### src/hdl/b2yuv_queue.sv
// ----------------------------------------------------------------------------
// b2yuv_queue
// Short first-in first-out queue between the front end and the back end.
// ----------------------------------------------------------------------------
module b2yuv_queue #(
   parameter  int DATA_W = 64,
   parameter  int DEPTH  = 2,
   localparam int PTR_W  = (DEPTH > 1) ? $clog2(DEPTH) : 1,
   localparam int CNT_W  = $clog2(DEPTH + 1)
) (
   input  logic              clock,
   input  logic              reset,
   input  logic              push_valid,
   output logic              push_ready,
   input  logic [DATA_W-1:0] push_data,
   output logic              pop_valid,
   input  logic              pop_ready,
   output logic [DATA_W-1:0] pop_data
);

   logic [DATA_W-1:0] slot_ff [DEPTH];
   logic [PTR_W-1:0]  wr_ptr_ff, wr_ptr_in;
   logic [PTR_W-1:0]  rd_ptr_ff, rd_ptr_in;
   logic [CNT_W-1:0]  count_ff, count_in;
   logic              do_push;
   logic              do_pop;

   assign push_ready = count_ff != CNT_W'(DEPTH);
   assign pop_valid  = count_ff != '0;
   assign pop_data   = slot_ff[rd_ptr_ff];
   assign do_push    = push_valid && push_ready;
   assign do_pop     = pop_valid && pop_ready;

   always_comb begin
      wr_ptr_in = wr_ptr_ff;
      rd_ptr_in = rd_ptr_ff;
      count_in  = count_ff;
      if (do_push) begin
         wr_ptr_in = (32'(wr_ptr_ff) == DEPTH - 1) ? '0 : wr_ptr_ff + PTR_W'(1);
      end
      if (do_pop) begin
         rd_ptr_in = (32'(rd_ptr_ff) == DEPTH - 1) ? '0 : rd_ptr_ff + PTR_W'(1);
      end
      if (do_push && !do_pop) begin
         count_in = count_ff + CNT_W'(1);
      end else if (do_pop && !do_push) begin
         count_in = count_ff - CNT_W'(1);
      end
   end

   always_ff @(posedge clock) begin
      if (reset) begin
         wr_ptr_ff <= '0;
         rd_ptr_ff <= '0;
         count_ff  <= '0;
      end else begin
         wr_ptr_ff <= wr_ptr_in;
         rd_ptr_ff <= rd_ptr_in;
         count_ff  <= count_in;
      end
   end

   always_ff @(posedge clock) begin
      if (do_push) begin
         slot_ff[wr_ptr_ff] <= push_data;
      end
   end

endmodule

### config.mk
export PLATFORM = sky130hd
export DESIGN_NAME = b2yuv_queue
export DESIGN_NICKNAME = d
export VERILOG_FILES = /design/src/hdl/b2yuv_queue.sv
export SDC_FILE = /design/constraint.sdc
export NUM_CORES = 1
export LEC_CHECK = 0
export BUFFER_PORTS_ARGS = -buffer_cell sky130_fd_sc_hd__buf_2
export CORE_ASPECT_RATIO = 0.5
export CORE_UTILIZATION = 50
export DETAILED_ROUTE_END_ITERATION = 7
export HOLD_SLACK_MARGIN = 0.15
export PLACE_DENSITY = 0.75
export SYNTH_ARGS = -nofsm -noshare
export SYNTH_HDL_FRONTEND = slang
export SYNTH_SLANG_ARGS = --single-unit
### constraint.sdc
create_clock -name clock -period 3.1 [get_ports clock]
set_input_delay 0.155 -clock clock [delete_from_list [all_inputs] [get_ports clock]]
set_output_delay 0.155 -clock clock [all_outputs]
set_load 0.05 [all_outputs]
==> run summary <==
status: completed
Max Cap Viol: 0
CP Capture Type: output pin
Clock Skew: 0.00708 ns
# fillers: 546
sequential power share: 37.9%
switching part of the total: 36.6%
initial antenna violation count: 0
Bufs on Longest Clock Path: 2
Mapped Area: 0.00484 sq mm
Worst Path Max Fanout: 35
clock slew at reported path FFs: 0.06 ns
Tot GR Track Use: 20.4%
vias: 2820
H-tree levels: 4
grt ovf: 0
logic gate share of total power: 32.4%
Final nets: 506
register area: 0.00395 sq mm
share of layout cells above drive strength 1: 52.4%
crit-path cells: buf_12, mux2_2, buf_2
cts repair resizes: 0
Syn Nets: 292
area growth from synthesis to layout: 42.6%
syn_area_per_cell: 21.7 sq um
GRT met2 Usage: 38.9%
Synth Register Bits: 133
sequential area share after synthesis: 81.5%
CTS tree: done
Setup CP Type: flop to output pin
Total Neg Setup Slack: 0 ns
Buf+Inv Stages, Crit Path: 2
largest net degree at the start of global routing: 54
Detail Route Antenna Nets: 0
Synth Instances: 223
DR vias/cell: 4.86
CTS Buf Count: 17
post-layout instance area: 0.00690 sq mm
final non-filler cell total: 580
max-slew violation count: 0
Leakage: 2.63 nW
multi-input logic area: 841 sq um
Synth cell types: 18
busiest grt layer: met2
first-pass GRT wire length: 14.9 mm
Die Ht: 71.6 microns
core box area: 0.00904 sq mm
worst-skew pair later-pin latency: 0.40 ns
Req. time, crit path: 2.94 ns
starting density of the core: 53.5%
CP top delay family: flip-flops
CP max stage delay: 0.89 ns
P_int: 3.98 mW
Pre-antenna DRT Iters: 4
routed len/inst: 16.4 microns
placed cell count: 482
count of final setup violators: 0
maximum VDD drop: 0.000693 V
met3 GRT Util: 5.88%
Clk network pwr share: 29.7%
RSZ-0062 raised after global routing: false
period utilization: 76.2%
die footprint: 0.0101 sq mm
Final Critical Period: 2.36 ns
Slew HR: 42.3%
final hold vios: 0
routability cong.: 0.683
Final HPWL DP: 5.65 mm
IO Count: 134
Max Fclk: 0.423 GHz
P_sw: 2.29 mW
Root Driver: clkbuf_16
count of input and output buffers: 133
P per Cell Area: 909 mW/mm^2
routing usage on met1: 21.5%
wirelength, routed: 9.53 mm
hold buffer count at cts: 66
DRC Markers: 0
Slew @ Worst Pin: 0.866 ns
Area after DPL: 0.00568 sq mm
CP arrival: 2.21 ns
Syn. warnings: 0
std cell rows: 24
via count of the first global-routing pass: 3100
initial detailed-routing violation count: 113
CP Launch Type: flop
Die Wd: 141 microns
hold crit path type: primary input to flop
Slowest-stage cell, CP: dfxtp_2
clock sink total: 133
Setup Fix Bufs, Post-CTS: 0
ant diodes: 0
tightest hold or removal path, stage by stage:
cell and delay (ns):
buf_2 0.09, o21ai_0 0.12, xor2_1 0.10, nor2_1 0.07
cell families after synthesis:
family / Yosys count / synth area share (%)
compound gates: 5 / 0.621
simple gates: 9 / 1.04
mux: 64 / 14.9
buf+inv: 8 / 1.11
xor+xnor: 3 / 0.543
flops: 133 / 81.5
fa+ha+maj: 1 / 0.259
area by class of cell:
cell class / instances / share of cell area (%)
Tap cell: 130 / 2.36
Sequential cell: 133 / 57.2
Clock buffer: 18 / 6.22
Multi-Input combinational cell: 82 / 12.2
Timing Repair Buffer: 202 / 20.1
Inverter: 1 / 0.0544
Clock inverter: 14 / 1.90
metrics by stage:
step / setup WS [ns] / hold slack (ns) / power (mW) / util [%]
floorplan: 0.133 / 0.224 / 3.95 / -
global placement: 1.19 / 0.342 / 4.32 / 62.8
detailed placement: 1.15 / 0.347 / 4.38 / 62.8
CTS: 0.683 / 0.155 / 6.31 / 76.3
global route: 0.631 / 0.223 / 6.50 / 76.3
finish: 0.737 / 0.171 / 6.27 / 76.3
cells in the final DEF, fill, tap and decap left out:
cell type	instances
mux2_2	64
clkinv_2	3
nand3b_1	1
buf_12	3
clkbuf_16	17
and3_2	1
clkinvlp_4	1
nand2b_1	1
nor2_1	3
dfxtp_2	1
a21oi_1	2
and2_1	1
inv_6	2
clkinv_4	7
clkbuf_1	1
o21ai_0	2
dlygate4sd3_1	66
bufinv_16	1
xor2_1	3
a21bo_2	1
inv_2	1
or3_1	1
ha_1	1
or2_2	1
buf_2	133
edfxtp_1	128
dfxtp_1	4
layer usage:
layer,vias up,share of wire (%)
met3,6,3.3
met4,0,0.70
met1,1425,40
met5,-,0
met2,69,56
li1,1320,-
flip-flops by register name, summed over array words and instances, names as in the netlist, named ones only:
name / cells
count_ff: 2
rd_ptr_ff: 1
slot_ff: 128
wr_ptr_ff: 1
cells in the mapped netlist:
| cell type | instances | share of area, % |
|---|---|---|
| nand2b_1 | 1 | 0.13 |
| dfxtp_1 | 5 | 2.1 |
| buf_2 | 1 | 0.10 |
| a21oi_1 | 2 | 0.21 |
| xor2_1 | 3 | 0.54 |
| o21ai_0 | 2 | 0.21 |
| or3_1 | 1 | 0.13 |
| buf_4 | 6 | 0.93 |
| nor2_1 | 3 | 0.23 |
| edfxtp_1 | 128 | 79 |
| and2_1 | 1 | 0.13 |
| and3_1 | 1 | 0.13 |
| inv_1 | 1 | 0.078 |
| mux2_2 | 64 | 15 |
| or2_2 | 1 | 0.13 |
| a21bo_2 | 1 | 0.21 |
| ha_1 | 1 | 0.26 |
| nand3b_1 | 1 | 0.16 |
power groups by stage:
stage / clock network (mW) / registers, mW / logic [mW]
global placement: 0 / 2.39 / 1.93
floorplan: 0 / 2.33 / 1.61
finish: 1.86 / 2.38 / 2.03
detailed placement: 0 / 2.41 / 1.97
global route: 1.98 / 2.40 / 2.12
CTS: 1.89 / 2.38 / 2.04
worst paths after layout:
check | cells past startpoint | end | slack [ns] | from
hold reg to reg | 2 | rd_ptr_ff | 0.51 | rd_ptr_ff
hold / removal | 4 | rd_ptr_ff | 0.17 | pop_ready
setup / recovery | 3 | pop_data[9] | 0.74 | flop
setup reg to reg | 4 | slot_ff[0][43] | 1.10 | count_ff[0]
Note: power is estimated with default switching activity, not from simulation.
