--- src/hdl/b2yuv_pkg.sv ---
// ----------------------------------------------------------------------------
// b2yuv_pkg
// Types, fixed-point coefficients and register codes of the BGR to YUV 4:2:0
// converter.
// ----------------------------------------------------------------------------
package b2yuv_pkg;

   localparam int PIX_W        = 8;
   localparam int CSR_DATA_W   = 13;
   localparam int CSR_INDEX_W  = 1;
   localparam int CHROMA_IDX_W = 11;
   localparam int SUM_W        = 9;
   localparam int ENTRY_W      = 2 * SUM_W;
   localparam int PROD_W       = 26;
   localparam int FRAC_BITS    = 16;
   localparam int Q_W          = PROD_W - FRAC_BITS;

   // Register indexes of the configuration port.
   localparam logic [CSR_INDEX_W-1:0] CSR_IMAGE_WIDTH  = 1'b0;
   localparam logic [CSR_INDEX_W-1:0] CSR_IMAGE_HEIGHT = 1'b1;

   localparam logic [CSR_DATA_W-1:0] WIDTH_RESET  = 13'd640;
   localparam logic [CSR_DATA_W-1:0] HEIGHT_RESET = 13'd480;

   // Q0.16 coefficients. The U and V coefficients named negative are subtracted.
   localparam int Y_R = 19595;
   localparam int Y_G = 38470;
   localparam int Y_B = 7471;
   localparam int U_R = 11076;
   localparam int U_G = 21692;
   localparam int U_B = 32702;
   localparam int V_R = 32702;
   localparam int V_G = 27460;
   localparam int V_B = 5308;
   localparam int CHROMA_OFFSET = 128 * 65536;

   typedef struct packed {
      logic [PIX_W-1:0] blue;
      logic [PIX_W-1:0] green;
      logic [PIX_W-1:0] red;
   } pixel_type;

   // Classification of one pixel, worked out by the front end.
   typedef struct packed {
      logic                    frame_end;
      logic                    emit;
      logic                    store_wr;
      logic                    use_store;
      logic                    odd_col;
      logic [1:0]              chroma_shift;
      logic [CHROMA_IDX_W-1:0] chroma_column;
      logic [CHROMA_IDX_W-1:0] chroma_row;
   } ctrl_type;

   // Fixed-point chroma sum to a byte clamped to 0..255.
   function automatic logic [PIX_W-1:0] clamp_byte(input logic signed [PROD_W-1:0] s);
      logic [Q_W-1:0] q;
      q = s[PROD_W-1:FRAC_BITS];
      if (s[PROD_W-1] || (s == '0)) begin
         return '0;
      end else if (q > Q_W'(255)) begin
         return '1;
      end else begin
         return q[PIX_W-1:0];
      end
   endfunction

endpackage

--- src/hdl/b2yuv_front.sv ---
// ----------------------------------------------------------------------------
// b2yuv_front
// Size registers, pixel position counters and per-pixel classification.
// ----------------------------------------------------------------------------
module b2yuv_front #(
   parameter  int MAX_WIDTH  = 4096,
   parameter  int MAX_HEIGHT = 4096,
   localparam int LINE_DEPTH = (MAX_WIDTH + 1) / 2,
   localparam int SLOT_W     = (LINE_DEPTH > 1) ? $clog2(LINE_DEPTH) : 1
) (
   input  logic                                  clock,
   input  logic                                  reset,
   input  logic                                  csr_we,
   input  logic [b2yuv_pkg::CSR_INDEX_W-1:0]     csr_index,
   input  logic [b2yuv_pkg::CSR_DATA_W-1:0]      csr_wdata,
   input  logic                                  req_valid,
   output logic                                  req_ready,
   input  logic [b2yuv_pkg::PIX_W-1:0]           req_blue,
   input  logic [b2yuv_pkg::PIX_W-1:0]           req_green,
   input  logic [b2yuv_pkg::PIX_W-1:0]           req_red,
   output logic                                  push_valid,
   input  logic                                  push_ready,
   output b2yuv_pkg::pixel_type                  push_pixel,
   output b2yuv_pkg::ctrl_type                   push_ctrl,
   output logic [SLOT_W-1:0]                     push_slot
);

   import b2yuv_pkg::*;

   localparam int COL_W = $clog2(MAX_WIDTH);
   localparam int ROW_W = $clog2(MAX_HEIGHT);
   localparam int WSZ_W = $clog2(MAX_WIDTH + 1);
   localparam int HSZ_W = $clog2(MAX_HEIGHT + 1);

   logic [CSR_DATA_W-1:0] width_ff, width_in;
   logic [CSR_DATA_W-1:0] height_ff, height_in;
   logic [COL_W-1:0]      col_ff, col_in;
   logic [ROW_W-1:0]      row_ff, row_in;
   logic [WSZ_W-1:0]      width_eff;
   logic [HSZ_W-1:0]      height_eff;
   logic                  last_col;
   logic                  last_row;
   logic                  pair_done;
   logic                  accept;

   // Sizes of zero act as one; sizes beyond the maximum act as the maximum.
   always_comb begin
      if (width_ff == '0) begin
         width_eff = WSZ_W'(1);
      end else if (32'(width_ff) > MAX_WIDTH) begin
         width_eff = WSZ_W'(MAX_WIDTH);
      end else begin
         width_eff = WSZ_W'(width_ff);
      end
      if (height_ff == '0) begin
         height_eff = HSZ_W'(1);
      end else if (32'(height_ff) > MAX_HEIGHT) begin
         height_eff = HSZ_W'(MAX_HEIGHT);
      end else begin
         height_eff = HSZ_W'(height_ff);
      end
   end

   assign last_col  = (WSZ_W'(col_ff) + WSZ_W'(1)) >= width_eff;
   assign last_row  = (HSZ_W'(row_ff) + HSZ_W'(1)) >= height_eff;
   assign pair_done = col_ff[0] || last_col;

   assign accept     = req_valid && push_ready;
   assign req_ready  = push_ready;
   assign push_valid = req_valid;

   assign push_pixel.blue  = req_blue;
   assign push_pixel.green = req_green;
   assign push_pixel.red   = req_red;

   // An even row parks its pair sums unless it is the last row; every other
   // completed pair finishes a block.
   always_comb begin
      push_ctrl.frame_end     = last_col && last_row;
      push_ctrl.store_wr      = pair_done && !row_ff[0] && !last_row;
      push_ctrl.emit          = pair_done && (row_ff[0] || last_row);
      push_ctrl.use_store     = row_ff[0];
      push_ctrl.odd_col       = col_ff[0];
      push_ctrl.chroma_shift  = {1'b0, col_ff[0]} + {1'b0, row_ff[0]};
      push_ctrl.chroma_column = CHROMA_IDX_W'(col_ff >> 1);
      push_ctrl.chroma_row    = CHROMA_IDX_W'(row_ff >> 1);
   end

   assign push_slot = SLOT_W'(col_ff >> 1);

   always_comb begin
      width_in  = width_ff;
      height_in = height_ff;
      if (csr_we) begin
         case (csr_index)
            CSR_IMAGE_WIDTH: begin
               width_in = csr_wdata;
            end
            CSR_IMAGE_HEIGHT: begin
               height_in = csr_wdata;
            end
            default: begin
               width_in = width_ff;
            end
         endcase
      end
   end

   always_comb begin
      col_in = col_ff;
      row_in = row_ff;
      if (accept) begin
         if (last_col) begin
            col_in = '0;
            row_in = last_row ? '0 : row_ff + ROW_W'(1);
         end else begin
            col_in = col_ff + COL_W'(1);
         end
      end
   end

   always_ff @(posedge clock) begin
      if (reset) begin
         width_ff  <= WIDTH_RESET;
         height_ff <= HEIGHT_RESET;
         col_ff    <= '0;
         row_ff    <= '0;
      end else begin
         width_ff  <= width_in;
         height_ff <= height_in;
         col_ff    <= col_in;
         row_ff    <= row_in;
      end
   end

endmodule

--- config.mk ---
export PLATFORM = sky130hd
export DESIGN_NAME = b2yuv_front
export DESIGN_NICKNAME = d
export VERILOG_FILES = /design/src/hdl/b2yuv_pkg.sv /design/src/hdl/b2yuv_front.sv
export SDC_FILE = /design/constraint.sdc
export NUM_CORES = 1
export LEC_CHECK = 0
export ABC_AREA = 1
export BUFFER_PORTS_ARGS = -buffer_cell sky130_fd_sc_hd__buf_4
export CORE_MARGIN = 2
export CORE_UTILIZATION = 56
export CTS_CLUSTER_DIAMETER = 50
export DETAILED_ROUTE_END_ITERATION = 10
export GPL_TIMING_DRIVEN = 1
export PLACE_DENSITY = 0.91
export SLEW_MARGIN = 15
export SYNTH_ARGS = -nofsm -noshare
export SYNTH_HDL_FRONTEND = slang
export SYNTH_SLANG_ARGS = --single-unit
--- constraint.sdc ---
create_clock -name clock -period 4.91 [get_ports clock]
set_input_delay 0.982 -clock clock [delete_from_list [all_inputs] [get_ports clock]]
set_output_delay 0.982 -clock clock [all_outputs]
set_load 0.02 [all_outputs]
==> flow_summary.ini <==
[route]
drc = 0
via_per_inst = 5.38
dr_total_vias = 3451
drt-pass1-iter-count = 4
wl_per_cell_um = 12.7
drt_iter0_markers = 164
wl_mm = 8.15
postRouteAntennaNets = 0

[global_route]
grt_overflow = 0
antenna_found_initial = 0
grt_pass1_wl_mm = 13.7
grt_pass1_vias = 3175
grt_max_degree = 40
grt.total_usage = 0.229

[clocking]
htreeDepth = 2
path_clk_slew_ns = 0.10
cts.hold.buffers_added = 0
cts.sinks = 50
cts_made_buffers = 5
clock_path_buffers = 2
tritoncts = yes
insertion_delay_ns = 0.31
clockRootBuffer = clkbuf_8
cts-resized-gates = 0
cts_setup_buffers = 0

[setup_path]
cp_slowest_stage_delay_ns = 0.51
critPathRequiredTime_ns = 3.93
r2r_start = col_ff[0]
worstPathArrival_ns = 3.12
r2r-end = col_ff[8]
crit_path_start = col_ff[0]
path_cells = ha_1 > nand2_1 > nor2_4 > nand2_1 > inv_1 > nand3_1 > nand2_1 > ha_1 > nand2_1 > nor2_1 > nand2_1 > clkinv_1 > nand2_2 > nand3_2 > o22ai_1 > inv_1 > buf_4
slowest_stage = dfxtp_1
crit_family = simple AND/OR/NAND/NOR gates
endpoint = push_ctrl[27]
worstPathMaxFanout = 12
setup.worst_path.class = reg2out
endpoint_kind = output port
reg2reg_depth = 15
regToRegSetupSlack_ns = 1.74
critPathLaunchType = flop
cp_common_cell = nand2_1
path_buf_inv = 4
crit_cells = 17

[die]
coreArea_um2 = 6030
fp.dieH_um = 83.6
ios = 109
fp-row-count = 28
start_util = 0.588
die_area_um2 = 6980
die_w_um = 83.6

[cells_and_area]
fin_nets = 637
finalNonFillerCells = 641
area_delta_synth_final_pct = 8.61
diodes = 0
drive_gt1_frac = 0.140
fillers = 532

[synth]
synthTopCellsByCount = nand2_1 (147), nor2_1 (92), inv_1 (60)
yosys_warnings = 0
synthFlopType = dfxtp_1
synth_seq_cells = 50
synth_cell_type_count = 28
synth.area.mux_share = 0
yosysSeqAreaShare = 0.282
yosysTopAreaCell = dfxtp_1
syn-cell-area_um2 = 3550
synthAdderAreaFrac = 0.102
async_reset_ff_frac = 0
synthXorXnorAreaFrac = 0.0247
synth_edf_count = 0
syn_nets = 623
synthCells = 551
netlist.area_leader.share = 0.282
synthSimpleGateAreaFrac = 0.353
synth_compound_area_frac = 0.0706
synth_area_leaders = dfxtp_1 (28%), nand2_1 (16%), ha_1 (10%), nor2_1 (9.7%), buf_4 (8.0%)
synth_top_family_by_area = simple AND/OR/NAND/NOR gates
yosysMostFrequentCell = nand2_1
syn_avg_cell_area_um2 = 6.44

[status]
status = finished clean

[timing]
hold_violations = 0
slew_headroom = 0.317
fmax_mhz = 244
tns_ns = 0
min_period_ns = 4.11
rsz0062_at_grt = no
clock_skew_ns = 0.00508
fin_crit_sh = 0.836
setup_viol = 0
worstMarginPinSlew_ns = 1.02
drv_slew = 0

[hold_path]
hp-class = reg2reg

[placed_design]
place_inst = 633
dp_hpwl_mm = 6.11
finalWeightedCongestion = 0.863
portBuffers = 60

[power]
p_leak_nw = 2.08
power_density_nw_per_um2 = 227
ir_drop_mv = 0.121

[flow_run]
maxCapViolations = 0
## tightest hold or removal path, cell delays in order, from the launching register on
cell     delay [ns]
dfxtp_1        0.34
nand2_1        0.07
nand3_1        0.05
## layer usage
metal,GRT usage,share of wire
met1,0.281,0.44
met2,0.392,0.48
met3,0.0435,0.053
met4,0.0953,0.021
met5,0,0
## cell families (layout without fill, tap and decap cells)
family,count (synthesis),count (layout)
AND/OR/NAND/NOR,297,297
adder cells (fa/ha/maj),29,29
XOR/XNOR,10,10
AO/OA/AOI/OAI,49,49
flip-flops,50,50
buffers and inverters,116,131
## placed cells by master, fill, tap and decap left out, drive strengths merged, types with 14 or more instances in the layout
cell type / Yosys / layout
ha: 29 / 29
nor2: 98 / 98
dfxtp: 50 / 50
inv: 60 / 60
a21oi: 21 / 21
nand4: 14 / 14
o21ai: 25 / 25
buf: 46 / 61
nand2: 149 / 149
nand3: 26 / 26
## stage by stage
| stage | instance area, um^2 | power [mW] | utilization | worst slack (ns) | hold WS, ns |
|---|---|---|---|---|---|
| 6_report | 3850 | 0.873 | 0.639 | 0.804 | 0.499 |
| 5_1_grt | 3850 | 0.914 | 0.639 | 0.550 | 0.517 |
| 4_1_cts | 3850 | 0.878 | 0.639 | 0.835 | 0.499 |
| 3_5_place_dp | 3740 | 0.580 | 0.620 | 1.19 | 0.485 |
| 3_3_place_gp | 3740 | 0.573 | 0.620 | 1.23 | 0.477 |
| 2_1_floorplan | 3550 | 0.566 | - | 1.42 | 0.452 |
## cell type report
type,instances,area [um^2],share of cell area
clock buffers,5,68.8,0.0179
clock inverters,3,45.0,0.0117
inverters,62,233,0.0604
multi-input cells,385,1950,0.507
flip-flops and latches,50,1000,0.260
well taps,75,93.8,0.0244
repair buffers,61,458,0.119
## worst min path at each step
| stage | from | endpoint | slack, ns | depth (start not counted) |
|---|---|---|---|---|
| 2_1_floorplan | width_ff[9] | width_ff[9] | 0.45 | 2 |
| 3_3_place_gp | width_ff[9] | width_ff[9] | 0.48 | 2 |
| 3_5_place_dp | width_ff[7] | width_ff[7] | 0.48 | 2 |
| 4_1_cts | width_ff[7] | width_ff[7] | 0.50 | 2 |
| 5_1_grt | width_ff[7] | width_ff[7] | 0.52 | 2 |
| 6_report | width_ff[7] | width_ff[7] | 0.50 | 2 |
## power breakdown
part / switching [mW] / internal [mW] / leakage [nW]
Clock: 0.148 / 0.152 / 0.0504
Sequential: 0.0159 / 0.422 / 0.408
Combinational: 0.0834 / 0.0514 / 1.62
Total: 0.248 / 0.625 / 2.08
## flip-flops by register name, indices dropped and copies added (netlist names)
name / cells
row_ff: 12
width_ff: 13
col_ff: 12
height_ff: 13
Power figures use the tool's default switching activity.
